--- src/hw/rtl/assert_macros.svh ---
// Assertion macros used by the top-level RTL file of the hex loader
`ifndef ASSERT_MACROS_SVH
`define ASSERT_MACROS_SVH
`ifndef SYNTHESIS
`define ASSERT_CLK(label, clk, rstn, prop, msg) \
    label: assert property (@(posedge clk) disable iff (!rstn) prop) else $error(msg);
`define ASSERT_NEVER(label, clk, rstn, expr, msg) \
    label: assert property (@(posedge clk) disable iff (!rstn) !(expr)) else $error(msg);
`else
`define ASSERT_CLK(label, clk, rstn, prop, msg)
`define ASSERT_NEVER(label, clk, rstn, expr, msg)
`endif
`endif

--- src/hw/rtl/ihex_ram.sv ---
// Generic single-clock RAM: one write port, one registered read port
module ihex_ram #(
    parameter int WIDTH = 8,
    parameter int DEPTH = 256
) (
    input  logic                     clk,
    input  logic                     we,
    input  logic [$clog2(DEPTH)-1:0] waddr,
    input  logic [WIDTH-1:0]         wdata,
    input  logic [$clog2(DEPTH)-1:0] raddr,
    output logic [WIDTH-1:0]         rdata
);

    logic [WIDTH-1:0] mem [DEPTH];
    logic [WIDTH-1:0] rdata_reg;

    // write and registered read
    always_ff @(posedge clk) begin
        if (we) begin
            mem[waddr] <= wdata;
        end
        rdata_reg <= mem[raddr];
    end

    assign rdata = rdata_reg;

endmodule
--- config.mk ---
export PLATFORM = sky130hd
export DESIGN_NAME = ihex_ram
export DESIGN_NICKNAME = d
export VERILOG_FILES = /design/src/hw/rtl/assert_macros.svh /design/src/hw/rtl/ihex_ram.sv
export SDC_FILE = /design/constraint.sdc
export NUM_CORES = 2
export LEC_CHECK = 0
export ABC_AREA = 0
export BUFFER_PORTS_ARGS = -buffer_cell sky130_fd_sc_hd__buf_2
export CELL_PAD_IN_SITES_DETAIL_PLACEMENT = 0
export CELL_PAD_IN_SITES_GLOBAL_PLACEMENT = 1
export CORE_UTILIZATION = 56
export DETAILED_ROUTE_END_ITERATION = 16
export GPL_ROUTABILITY_DRIVEN = 1
export PLACE_DENSITY = 0.85
export SETUP_SLACK_MARGIN = 0.4
export SLEW_MARGIN = 15
export SYNTH_ARGS = -nofsm -noshare
export SYNTH_HDL_FRONTEND = slang
export SYNTH_SLANG_ARGS = --single-unit
--- constraint.sdc ---
create_clock -name clk -period 2.6 [get_ports clk]
set_input_delay 0.26 -clock clk [delete_from_list [all_inputs] [get_ports clk]]
set_output_delay 0.26 -clock clk [all_outputs]
set_load 0.05 [all_outputs]
* Word-level counts from Yosys, hierarchy flattened
Memories as Yosys holds them, arrays and structs flattened. A register that Yosys moved wholly into a read port is not among the register bits.
Cells that the tools add are included.
W data, S select, Z words.
** Operators by class
- Multiplexer cells :: 2
** Operators with widths (number)
- $mux W1 :: 2
** Word-level totals
- Register bits after elaboration :: 0
- Memory bits (writable) :: 2048
- Bits of input ports :: 26
- Output and inout bits :: 8
- Logic and storage cells :: 3
- Memories kept :: 1
** Memory list
- mem :: depth 256, width 8, rd ports 1, clocked after memory_dff 1, wr ports 1, RTL line ihex_ram.sv:14 : logic [WIDTH-1:0] mem [DEPTH];

* Depth between registers and ports, before layout
- Depth after elaboration :: 2
- Mapped depth :: 11
- Mapped depth without buffers :: 6

* Least setup slack after synthesis
No wires, ideal clock.
- Kind :: input to register
- From :: input port raddr[0]
- To :: register rdata_reg[2], in the netlist rdata[2], read port of mem
- Library setup time :: 131 ps
- Data arrival time :: 2067 ps
- Data required time :: 2469 ps
- Path slack :: 402 ps
- Cell stages on the path :: 9
- Path buffers :: 4
- Path through :: buf_6 buf_12 buf_8 buf_2 mux4_2 a22oi_1 a21oi_1 nor4_1 nor4_2
** RTL lines
- start: declaration :: RTL line ihex_ram.sv:10 : input logic [$clog2(DEPTH)-1:0] raddr,
- end: declaration :: RTL line ihex_ram.sv:15 : logic [WIDTH-1:0] rdata_reg;

==> impl_metrics.toml <==
[outcome]
status = "finished clean"

[detailed_routing]
routedWlPerCell_um = 31.5
drc_errors = 0
viasPerCell = 6.53
dr_total_vias = 41827
firstDrtPassIters = 6
detail-route-antenna-nets = 0
drtIter0Drc = 6267
routed_wl_mm = 202

[layout]
largest_register_ffs = 2048
area_growth_pct = 16.9
drive_above_1_share = 0.314
fin_area_sq_um = 93000
fill_cells = 8678
final_nets = 4390

[placement]
place_ws_ns = -0.664
place_area_sq_um = 86400
place_congestion = 0.883
port_buffers = 33
dp_hpwl_mm = 127

[worst_hold_path]
worstHoldStart = "wdata[3]"
hp-class = "primary input to flop"
worstHoldPathCells = 1
hold-path-endpoint = "mem[71][3]"

[sta]
finalSetupViolCount = 0
period_needed_ns = 2.31
fin_crit_sh = 0.890
slew_headroom = 0.389
worst_clock_skew_ns = 0.0353
timing.final.ws_setup_ns = 0.287
drv_slew = 0
hold_violations = 0
clock.fmax_mhz = 432
worst_pin_slew_ns = 0.916
hold_slack_ns = 0.0276
rsz0062_at_grt = "true"

[synth]
netlist_instances = 3733
synth_area_sq_um = 79600
ys_top_cells_by_area = "edfxtp_1 77%, mux4_2 13%, mux2i_1 1.7%, nor2_1 1.3%, a22oi_1 1.3%"
synth_edf_count = 2048
async_reset_ff_frac = 0
synthFlopType = "edfxtp_1"
ys_ff_latch = 2056
yosysTopAreaCellShare = 0.773
yosysSeqAreaShare = 0.775
yosysWarnings = 0
synth_area_leader_cell = "edfxtp_1"
syn_area_per_cell_sq_um = 21.3
synth.distinct_cells = 55
synth_most_common_cell = "edfxtp_1"
ys_top_cells_by_count = "2048 x edfxtp_1, 454 x mux4_2, 282 x nor2_1"
syn-num-nets = 3759

[worst_setup_path]
critical_path_class = "flop to flop"
reg2reg_to = "rdata[5]"
cp-start-kind = "flop"
reg2reg_depth = 7
required_ns = 3.30
crit_path_max_incr_delay_ns = 0.50
r2r_slack_ns = 0.29
endpoint_kind = "flop"
r2r_start = "mem[211][5]"
critPathBufInv = 1
cpMaxStageDelayCell = "mux4_2"
cp_top_family = "compound AO/OA/AOI/OAI gates"
path_cells = "mux4_2 -> a22o_1 -> a221oi_1 -> o32ai_1 -> nor3_1 -> buf_4 -> nor4_1"
critPathArrivalTime_ns = 3.01
crit_fanout = 1

[die]
rows = 137
die_x_um = 379
dieHeight_um = 379
core-area_sq_um = 140000
initial_core_util = 0.567
io_pins = 34
dieArea_sq_um = 144000

[cts]
cts.sinks = 2056
post-cts-setup-buffers = 0
cts_made_buffers = 196
clk_pin_slew_ns = 0.06
clk_path_buf_depth = 3
cts_root_buffer = "clkbuf_16"
cts_tree = "yes"
cts_max_level = 4
clock_insertion_delay_worst_skew_ns = 0.84

[global_route]
antenna_found_initial = 12
grt_max_degree = 173
grt_pass1_wl_mm = 293
grt_pass1_vias = 42558
grt_use_total = 0.288
grt_overflow = 0

[pwr]
power.density_nw_per_um2 = 739
report.power.total_mw = 68.7
power_leakage_nw = 30.1
ir_drop_uv = 648

[flow_run]
drv_cap = 0
[layout make-up]
| class | count | area, sq um | area share |
|---|---|---|---|
| clock buffers | 252 | 5220 | 0.0561 |
| flip-flops and latches | 2056 | 61700 | 0.663 |
| clock inverters | 111 | 1160 | 0.0125 |
| inverters | 2 | 7.51 | 0.0000807 |
| repair buffers | 666 | 5940 | 0.0639 |
| multi-input cells | 1442 | 16600 | 0.179 |
| diodes | 5 | 12.5 | 0.000135 |
| well taps | 1876 | 2350 | 0.0252 |
[power breakdown]
| part | internal [mW] | switching [mW] |
|---|---|---|
| clock | 16.1 | 12.2 |
| sequential | 36.5 | 0.0779 |
| combinational | 1.50 | 2.36 |
[layer usage]
layer	up-vias	share of wire	global-route usage
met5	-	0.00043	0
met4	14	0.042	0.117
met3	504	0.12	0.0658
met2	2787	0.48	0.455
met1	21564	0.36	0.390
li1	16958	-	-
[metrics by stage]
stage | utilization | setup TNS, ns | instances
floorplan | - | 0 | 3733
CTS | 0.663 | 0 | 6405
finish | 0.663 | 0 | 6410
global route | 0.663 | 0 | 6405
detailed placement | 0.616 | -3.61 | 6036
global placement | 0.616 | -3.44 | 6036
[cells in the final DEF (no fill, tap or decap), drive strengths merged, types with 6 or more instances in the layout]
cell type       n
nor2          282
nand2          33
nand4          10
buf           652
a22oi         133
bufinv         19
mux4          456
dlygate4sd3     6
nor3           22
o22ai          28
nor2b          31
and2            6
clkinv         82
nand2b          8
dfxtp           8
mux2i         134
o21ai          12
a221oi         14
clkbuf        260
inv             8
edfxtp       2048
a21oi          96
o211ai         10
nor4           27
a211oi         16
a22o            8
nand3          34
o221ai         47
[what timing repair did]
action                     in CTS  in global routing
resized for setup              25                  8
hold buffers                    6                  0
pin swaps                      10                  3
hold endpoints to repair      133                  0
setup endpoints to repair       7                  8
[cells by family (layout without fill, tap and decap cells)]
| kind of cell | Yosys count | count (layout) | synth area share |
|---|---|---|---|
| AO/OA/AOI/OAI | 385 | 385 | 0.0342 |
| multiplexers | 591 | 591 | 0.146 |
| other | 0 | 5 | 0 |
| buffers and inverters | 235 | 1031 | 0.0183 |
| flip-flops | 2056 | 2056 | 0.775 |
| AND/OR/NAND/NOR | 466 | 466 | 0.0263 |
[worst max path at each step]
stage	end	start	depth (start not counted)	slack (ns)
after CTS	rdata[2]	mem[66][2]	6	0.29
after global placement	rdata[3]	raddr[0]	9	-0.69
after detailed placement	rdata[3]	raddr[0]	9	-0.66
final	rdata[5]	mem[211][5]	7	0.29
after floorplan	rdata[2]	raddr[0]	9	0.40
after global routing	rdata[2]	mem[66][2]	6	0.22
Power figures use the tool's default switching activity.
